===== src/design/mflg_pkg.sv =====
package mflg_pkg;

	localparam int NODE_BITS    = 4;
	localparam int CAP_IN_BITS  = 31;
	localparam int FLOW_BITS    = 37;
	localparam int ALU_BITS     = FLOW_BITS + 1;
	localparam int CFG_IDX_BITS = 1;

	localparam int MAX_NODES_DEF = 16;
	localparam int MAX_EDGES_DEF = 64;
	localparam int CAP_BITS_DEF  = 31;

	typedef logic [NODE_BITS-1:0]    node_t;
	typedef logic [CAP_IN_BITS-1:0]  cap_in_t;
	typedef logic [FLOW_BITS-1:0]    flow_t;
	typedef logic [ALU_BITS-1:0]     alu_word_t;
	typedef logic [CFG_IDX_BITS-1:0] cfg_idx_t;

	typedef enum logic [CFG_IDX_BITS-1:0] {
		REG_SOURCE = 1'b0,
		REG_SINK   = 1'b1
	} cfg_reg_t;

	typedef enum logic [1:0] {
		ALU_ADD = 2'b01,
		ALU_SUB = 2'b10
	} alu_op_t;

endpackage


===== src/design/mflg_alu.sv =====
module mflg_alu (
	input  mflg_pkg::alu_op_t   op,
	input  mflg_pkg::alu_word_t x,
	input  mflg_pkg::alu_word_t y,
	output mflg_pkg::alu_word_t sum
);
	import mflg_pkg::*;

	// one adder serves min compare, residual update and flow accumulation
	always_comb begin
		case (op)
			ALU_ADD: sum = x + y;
			ALU_SUB: sum = x + ~y + ALU_BITS'(1);
			default: sum = x + y;
		endcase
	end

endmodule


===== config.mk =====
export PLATFORM = sky130hd
export DESIGN_NAME = mflg_alu
export DESIGN_NICKNAME = d
export VERILOG_FILES = /design/src/design/mflg_pkg.sv /design/src/design/mflg_alu.sv
export SDC_FILE = /design/constraint.sdc
export NUM_CORES = 1
export LEC_CHECK = 0
export BUFFER_PORTS_ARGS = -buffer_cell sky130_fd_sc_hd__buf_4
export CAP_MARGIN = 10
export CORE_MARGIN = 1
export CORE_UTILIZATION = 30
export DETAILED_ROUTE_END_ITERATION = 10
export PLACE_DENSITY = 0.5
export SLEW_MARGIN = 25
export SYNTH_ARGS = -nofsm -noshare
export SYNTH_HDL_FRONTEND = slang
export SYNTH_SLANG_ARGS = --single-unit
export TNS_END_PERCENT = 5

===== constraint.sdc =====
create_clock -name vclk -period 2.76
set_input_delay 0.276 -clock vclk [all_inputs]
set_output_delay 0.276 -clock vclk [all_outputs]
set_load 0.02 [all_outputs]

Word-level counts from Yosys, hierarchy flattened
Cells that the tools add are included.

Add/subtract/negate cells: 3. Equal/unequal tests: 1. Muxes and demuxes: 1. Bitwise logic cells: 1.

Operators by type and width (count): $add 38x38->38 (2); $add 38x1->38 const B (1); $mux 38 (1); $not 38->38 (1); $eq 2x2->1 const B (1).

Register bits after elaboration: 0. Input bits: 78. Logic and storage cells: 6.

Logic depth before layout (Yosys ltp)
Gate-level depths: netlist of run 1.

Depth after elaboration: 4. Mapped depth: 12.

Least setup slack after synthesis of run 1
No wires, ideal clock.

Path type: input -> output. Start point: input x[0]. End point: output sum[34]. Arrival: 2483 ps. Data required time: 2484 ps. Setup slack: 1 ps. Stages: 11. Path buffers: 0. Cell sequence: inv_1 ha_1 fa_1 nand2b_1 a21oi_1 o2111ai_1 a311oi_1 and2_1 o21bai_1 a211oi_2 xnor2_1.

Cells in the longest elaborated chain, start to end: 3. Elaborated cells between the ends (all ways): 4. Those cells by class: 3 x add/sub; 1 x mux.

RTL lines: start, declared (RTL line mflg_alu.sv:3) `input mflg_pkg::alu_word_t x,`; $add 38x38->38 (RTL line mflg_alu.sv:13) `ALU_SUB: sum = x + ~y + ALU_BITS'(1);`; $add 38x1->38 (RTL line mflg_alu.sv:13); $mux 38 *; end, declared (RTL line mflg_alu.sv:5) `output mflg_pkg::alu_word_t sum`.

Every way passes the cells marked *; elsewhere a longest branch is shown, timed or not.

Worst setup path in the final report of run 1
Start point: input y[1]. End point: output sum[21].

Cells in the longest elaborated chain, start to end: 4. Elaborated cells between the ends (all ways): 5. Those cells by class: 3 x add/sub; 1 x mux; 1 x bitwise.

RTL lines: start, declared (RTL line mflg_alu.sv:4) `input mflg_pkg::alu_word_t y,`; $not 38->38 (RTL line mflg_alu.sv:13); $add 38x38->38 (RTL line mflg_alu.sv:13); $add 38x1->38 (RTL line mflg_alu.sv:13); $mux 38 *.

Marked as above.

==> impl_metrics.py, run 1 <==
metrics = {
    "outcome": {
        "run_status": "complete, but fails checks",
        "violations": "design-rule violations, negative setup slack",
    },
    "power_and_ir_drop": {
        "power_mw": 2.03,
        "p_per_area_nw_per_um2": 269,
        "power_frac_seq_pct": 0,
        "peakVddDrop_uv": 151,
        "clkPwrFrac_pct": 0,
        "total_leakage_power_nw": 3.50,
        "swShare_pct": 52.5,
        "switchingPower_mw": 1.06,
        "power.internal_mw": 0.962,
        "pwr-share-comb_pct": 100.0,
    },
    "route": {
        "ant_nets": 0,
        "drt-total-wl_um": 18400,
        "first_iter_violations": 499,
        "drc": 16,
        "wl_per_cell_um": 16.1,
        "vias_per_cell": 5.31,
        "via_count": 6061,
        "drt_pass1_iterations": 8,
    },
    "finish": {
        "stdcell_count": 1142,
        "seq_cell_count": 0,
        "layout-drive-gt1-share_pct": 45.4,
        "postLayoutCellArea_um2": 7520,
        "areaGrowthSynthToFinish_pct": 66.0,
        "fin_util_pct": 51.4,
        "nClkBuffers": 0,
        "nets": 1114,
        "diodes": 0,
        "seq_area_um2": 0,
    },
    "sta": {
        "rsz0062_at_grt": "yes",
        "setup-violations-final": 14,
        "tightest_slew_ns": 0.522,
        "hold_viol_final": 0,
        "tns_ns": -1.28,
        "fin_crit_ns": 2.96,
        "finalCritPeriodShare_pct": 107,
        "fmax_mhz": 338,
        "fin_ws_ns": -0.202,
        "slew_headroom_pct": 64.9,
        "timing.final.max_slew_violations": 0,
    },
    "setup_path": {
        "cp.arrival_ns": 2.69,
        "cp_cell_sequence": "buf_8 > inv_4 > ha_4 > nor2b_4 > o2111ai_4 > a311o_1 > a211oi_2 > o21bai_1 > a211oi_2 > a2bb2oi_2 > xnor2_2 > buf_4",
        "worstPathRequired_ns": 2.48,
        "cp_max_fo": 3,
        "crit_slowest_cell": "a311o_1",
        "worstSetupPathType": "in2out",
        "cp-start-kind": "primary input",
        "cp-end-kind": "output pin",
        "crit_top_cell": "a211oi_2",
        "path_buf_inv": 3,
        "critPathMaxStageDelay_ns": 0.42,
        "crit_family": "compound AO/OA/AOI/OAI gates",
    },
    "floorplanning": {
        "start_util_pct": 30.9,
        "io_pins": 116,
        "core_area_um2": 14600,
        "die_y_um": 125,
        "chipWidth_um": 125,
        "placementRows": 44,
        "dieArea_um2": 15600,
    },
    "synthesis": {
        "synth_most_common_cell": "inv_1",
        "ys_seq_area_share_pct": 0,
        "yosys.area.top_type_share_pct": 20.4,
        "yosysWarnings": 0,
        "syn_nets": 840,
        "synth_area_leaders": "ha_1, a21oi_1, inv_1, xnor2_1, o21ai_0",
        "synth_cell_types": 74,
        "avgSynthCellArea_um2": 6.61,
        "synth_area_um2": 4530,
        "netlist_instances": 686,
        "yosys-top-cells-count": "inv_1, a21oi_1, ha_1",
        "synth.largest_area_cell": "ha_1",
    },
    "cts": {
        "cts_hold_buf": 0,
    },
    "placement": {
        "placedCellCount": 1130,
        "place_hpwl_um": 15200,
        "portBuffers": 116,
        "gp_congestion": 0.941,
        "place_area_um2": 6850,
    },
    "grt": {
        "antenna_found_initial": 0,
        "track_usage_pct": 22.7,
        "grt_pass1_vias": 6047,
        "grt_max_degree": 32,
        "grt_pass1_wl_um": 29800,
        "overflow": 0,
    },
    "job": {
        "cap_violations": 0,
    },
    "worst_hold_path": {
        "hold_path.class": "in2out",
    },
}
## path summary, 6_finish.rpt
check   from      end  slack (ns)  cells after the start
min    y[37]  sum[37]        0.96                      4
max     y[1]  sum[21]       -0.20                     12
## power by group through the flow
stage / registers, mW / logic (mW) / clock network (mW)
after detailed placement: 0 / 1.84 / 0
after CTS: 0 / 1.93 / 0
after global routing: 0 / 2.17 / 0
after floorplan: 0 / 0.976 / 0
final: 0 / 2.03 / 0
after global placement: 0 / 1.83 / 0
## tightest hold or removal path, stage by stage
cell     delay (ns)
buf_4          0.08
xnor2_1        0.06
xnor2_1        0.13
buf_4          0.13
## cells in the final DEF, fill, tap and decap left out, types with 12 or more instances in the layout
cell type / instances
a21oi_2: 12
xnor2_1: 30
nand2_1: 47
buf_4: 303
nor2_1: 49
nor3_1: 16
a21o_1: 16
nand4_1: 13
ha_1: 54
ha_4: 12
inv_1: 68
o21ai_0: 38
nand3_1: 15
a21oi_1: 64
## area by class of cell
type                            count  area, µm²
Tap cell                          184        230
Inverter                           77        297
Multi-Input combinational cell    569       4600
Fill cell                        1481       7120
Timing Repair Buffer              312       2390
## per-layer routing
metal / global-route usage [%] / routed length (µm) / vias up
met5: 0 / 0 / -
met2: 40.5 / 8730 / 212
li1: - / - / 3020
met3: 0.558 / 900 / 14
met4: 1.72 / 173 / 0
met1: 31.5 / 8590 / 2815
## cell families after synthesis
kind of cell / after synthesis / share of synthesized area (%)
AO/OA/AOI/OAI: 251 / 37.9
XOR/XNOR: 37 / 7.15
adder cells (fa/ha/maj): 76 / 21.3
buffers and inverters: 117 / 10.4
multiplexers: 2 / 0.469
AND/OR/NAND/NOR: 203 / 22.8
## stage by stage
stage                     hold slack [ns]  setup WS, ns
final                               0.955        -0.202
after global routing                0.986        -0.271
after CTS                           0.961        -0.151
after detailed placement            0.939        -0.431
after global placement              0.934        -0.383
after floorplan                     0.743       0.00102
## timing repair
action                                  CTS  global route
endpoints found under the setup margin   23            26
buffers inserted                          8             4
gates resized for setup                  64            66
pin swaps                                40            36
(Power assumes the default switching activity.)
==> inputs of run 2 (changes only) <==
--- a/config.mk
+++ b/config.mk
@@ -10,7 +10,7 @@
 export CORE_MARGIN = 1
 export CORE_UTILIZATION = 30
 export DETAILED_ROUTE_END_ITERATION = 10
-export PLACE_DENSITY = 0.5
+export PLACE_DENSITY_LB_ADDON = 0.12
 export SLEW_MARGIN = 25
 export SYNTH_ARGS = -nofsm -noshare
 export SYNTH_HDL_FRONTEND = slang
==> run 2 against run 1 <==
The flow still finishes with violations (design-rule violations, negative setup slack); core utilization is 1.0 points lower; sequential share of layout area is the same; global-route usage decreased by 0.16 points; power down 2.2%; setup slack worse by 0.018 ns; highest routed layer unchanged.
==> impl_metrics.py, run 2 (synthesis results as in run 1) <==
metrics = {
    "floorplanning": {
        "die_y_um": 125,
        "io_pins": 116,
        "chipWidth_um": 125,
        "core_area_um2": 14600,
        "dieArea_um2": 15600,
        "placementRows": 44,
        "start_util_pct": 30.9,
    },
    "grt": {
        "grt_max_degree": 30,
        "grt_pass1_vias": 5941,
        "grt_pass1_wl_um": 29300,
        "overflow": 0,
        "antenna_found_initial": 0,
        "track_usage_pct": 22.5,
    },
    "finish": {
        "diodes": 0,
        "layout-drive-gt1-share_pct": 42.5,
        "nClkBuffers": 0,
        "final_common_cell": "buf_4",
        "seq_area_um2": 0,
        "stdcell_count": 1136,
        "final_cell_mix": "buf_4, inv_1, a21oi_1",
        "nets": 1108,
        "postLayoutCellArea_um2": 7370,
        "areaGrowthSynthToFinish_pct": 62.7,
        "seq_cell_count": 0,
        "fin_util_pct": 50.3,
    },
    "sta": {
        "tightest_slew_ns": 0.521,
        "setup-violations-final": 18,
        "fin_crit_ns": 2.98,
        "rsz0062_at_grt": "yes",
        "finalCritPeriodShare_pct": 108,
        "fmax_mhz": 336,
        "timing.final.max_slew_violations": 0,
        "slew_headroom_pct": 64.9,
        "hold_viol_final": 0,
        "fin_ws_ns": -0.220,
        "hold_slack_ns": 0.956,
        "tns_ns": -2.17,
    },
    "placement": {
        "place_hpwl_um": 15600,
        "pre_cts_slack_ns": -0.470,
        "place_area_um2": 6880,
        "portBuffers": 116,
        "placedCellCount": 1133,
        "gp_congestion": 0.889,
    },
    "route": {
        "first_iter_violations": 412,
        "via_count": 5976,
        "wl_per_cell_um": 16.2,
        "drt-total-wl_um": 18400,
        "drc": 14,
        "drt_pass1_iterations": 8,
        "vias_per_cell": 5.26,
        "ant_nets": 0,
    },
    "cts": {
        "cts_hold_buf": 0,
    },
    "worst_hold_path": {
        "hold_path.class": "in2out",
    },
    "power_and_ir_drop": {
        "total_leakage_power_nw": 3.48,
        "power_mw": 1.98,
        "p_per_area_nw_per_um2": 269,
        "peakVddDrop_uv": 124,
    },
    "outcome": {
        "violations": "design-rule violations, negative setup slack",
        "run_status": "complete, but fails checks",
    },
    "setup_path": {
        "worstPathRequired_ns": 2.48,
        "worstSetupPathType": "in2out",
        "cp.arrival_ns": 2.70,
        "cp-end-kind": "output pin",
        "cp_max_fo": 3,
        "cp-start-kind": "primary input",
    },
    "job": {
        "cap_violations": 0,
    },
}
run 2: worst paths after layout:
kind	startpoint	to	slack, ns	cells after the start
max	y[1]	sum[35]	-0.22	13
min	y[37]	sum[37]	0.96	4
run 2: area by class of cell:
class / count / area, µm²
inverter: 77 / 289
timing repair buffer: 306 / 2330
tap: 184 / 230
fill: 1465 / 7270
multi-input combinational: 569 / 4520
run 2: critical path, cell delays in order:
cell and delay (ns):
buf_4 0.09, inv_1 0.04, ha_1 0.28, nor2b_2 0.17
o2111ai_2 0.27, a31oi_4 0.15, o211ai_1 0.32, a21boi_2 0.13
buf_4 0.16, o211ai_1 0.26, o211ai_1 0.16, xor2_1 0.22
buf_4 0.17
run 2: power by group:
part	leakage, nW	switching (mW)	total, mW	internal (mW)
registers	0	0	0	0
logic	3.48	1.05	1.98	0.933
clock network	0	0	0	0
total	3.48	1.05	1.98	0.933
run 2: repair_timing:
item,CTS,global route
pin swaps,23,24
hold endpoints to repair,0,0
buffers inserted,3,0
endpoints found under the setup margin,24,27
resized for setup,52,36
run 2: per-layer routing:
metal	up-vias	global-route usage [%]	share of wire, %
met5	-	0	0
met4	0	3.80	1.7
met3	28	1.16	5.2
met2	188	38.1	45
met1	2759	31.8	48
li1	3001	-	-
==> inputs of run 3 (changes only) <==
--- a/config.mk
+++ b/config.mk
@@ -15,4 +15,4 @@
 export SYNTH_ARGS = -nofsm -noshare
 export SYNTH_HDL_FRONTEND = slang
 export SYNTH_SLANG_ARGS = --single-unit
-export TNS_END_PERCENT = 5
+export TNS_END_PERCENT = 30
==> constraint.sdc (replaced) <==
create_clock -name vclk -period 3
set_input_delay 0.3 -clock vclk [all_inputs]
set_output_delay 0.3 -clock vclk [all_outputs]
set_load 0.02 [all_outputs]
==> run 3 against run 2 <==
The flow still finishes with violations (design-rule violations, negative setup slack); clock-buffer cell count is the same; via count shrank 3.1%; largest power group unchanged; die area is the same; largest cell class unchanged; highest routed layer unchanged; combinational power shrank 13%.
==> impl_metrics.py, run 3 (synthesis results as in run 1) <==
metrics = {
    "setup_path": {
        "critPathMaxStageDelay_ns": 0.57,
        "crit_top_cell": "buf_4",
        "cp-start-kind": "primary input",
        "crit_family": "compound AO/OA/AOI/OAI gates",
        "worstPathRequired_ns": 2.70,
        "cp_cell_sequence": "buf_6 > ha_4 > or4_4 > nor2_4 > o211ai_1 > buf_4 > a21o_1 > a211oi_4 > nor3_2 > a211oi_2 > xnor2_1 > buf_4",
        "cp.arrival_ns": 2.74,
        "cp_max_fo": 2,
        "crit_slowest_cell": "or4_4",
        "cp-end-kind": "output pin",
        "path_buf_inv": 3,
        "startpoint": "x[11]",
        "worstSetupPathType": "in2out",
    },
    "worst_hold_path": {
        "holdPathStages": 4,
        "hold_path.class": "in2out",
        "holdPathEnd": "sum[37]",
        "hp-start": "y[37]",
    },
    "route": {
        "first_iter_violations": 414,
        "drc": 14,
        "drt_pass1_iterations": 8,
        "ant_nets": 0,
        "m1WireLength_um": 8670,
        "vias_per_cell": 5.30,
        "dr_wl_met3_um": 870,
        "met2_length_um": 8300,
        "highest_layer": "met4",
        "drt-total-wl_um": 18000,
        "via_count": 5792,
        "wl_per_cell_um": 16.5,
    },
    "placement": {
        "place_area_um2": 6460,
        "portBuffers": 116,
        "gp_congestion": 0.899,
        "place_hpwl_um": 15300,
    },
    "floorplanning": {
        "core_area_um2": 14600,
        "start_util_pct": 30.9,
        "die_y_um": 125,
        "io_pins": 116,
        "dieArea_um2": 15600,
        "chipWidth_um": 125,
        "placementRows": 44,
    },
    "sta": {
        "timing.final.max_slew_violations": 0,
        "tightest_slew_ns": 0.463,
        "hold_viol_final": 0,
        "rsz0062_at_grt": "yes",
        "fmax_mhz": 329,
        "finalCritPeriodShare_pct": 101,
        "fin_crit_ns": 3.04,
        "slew_headroom_pct": 69.0,
        "fin_ws_ns": -0.0438,
        "tns_ns": -0.0801,
        "setup-violations-final": 3,
        "hold_slack_ns": 1.00,
    },
    "grt": {
        "grt_max_degree": 30,
        "antenna_found_initial": 0,
        "grt_pass1_wl_um": 29200,
        "track_usage_pct": 22.5,
        "grt_pass1_vias": 5846,
        "overflow": 0,
    },
    "power_and_ir_drop": {
        "total_leakage_power_nw": 3.23,
        "power_mw": 1.73,
        "peakVddDrop_uv": 119,
        "p_per_area_nw_per_um2": 248,
    },
    "finish": {
        "seq_area_um2": 0,
        "areaGrowthSynthToFinish_pct": 53.6,
        "seq_cell_count": 0,
        "fillCellCount": 1507,
        "postLayoutCellArea_um2": 6960,
        "nets": 1064,
        "final_common_cell": "buf_4",
        "layout-drive-gt1-share_pct": 39.2,
        "diodes": 0,
        "nClkBuffers": 0,
        "final_cell_mix": "buf_4, inv_1, a21oi_1",
    },
    "cts": {
        "cts_hold_buf": 0,
    },
    "job": {
        "cap_violations": 0,
    },
    "outcome": {
        "violations": "design-rule violations, negative setup slack",
        "run_status": "complete, but fails checks",
    },
}
-- run 3: worst max-delay path by stage --
stage,endpoint,depth (start not counted)
global route,sum[33],13
CTS,sum[21],13
global placement,sum[10],13
detailed placement,sum[10],13
floorplan,sum[34],11
finish,sum[33],12
-- run 3: worst min-delay path, cell delays in order --
cell     delay (ns)
buf_4          0.08
xnor2_1        0.06
xnor2_1        0.13
buf_4          0.13
-- run 3: final cells by class --
cell class         count  area [µm²]  area share [%]
multi-input cells    569        4430            63.6
repair buffers       262        2010            28.8
inverters             77         294            4.22
well taps            184         230            3.31
-- run 3: timing repair --
item | 4_1_cts | 5_1_grt
setup endpoints to repair | 18 | 20
resized for setup | 46 | 40
setup buffers | 11 | 2
endpoints found under the hold margin | 0 | 0
pin swaps | 29 | 31
-- run 3: per-layer routing --
metal  vias up  global-route usage [%]
met5         -                       0
met4         0                    1.94
met3        12                    1.50
met2       156                    38.9
met1      2703                    31.6
li1       2921                       -
-- run 3: power breakdown --
| part | switching (mW) | internal (mW) |
|---|---|---|
| Sequential | 0 | 0 |
| Combinational | 0.937 | 0.789 |
| Clock | 0 | 0 |
-- run 3: metrics by stage --
stage	instances	worst slack (ns)	utilization [%]
after global routing	1092	-0.0925	47.5
after floorplan	686	0.193	-
after CTS	1090	-0.0856	46.3
after global placement	1080	-0.237	44.1
final	1092	-0.0438	47.5
after detailed placement	1080	-0.229	44.1
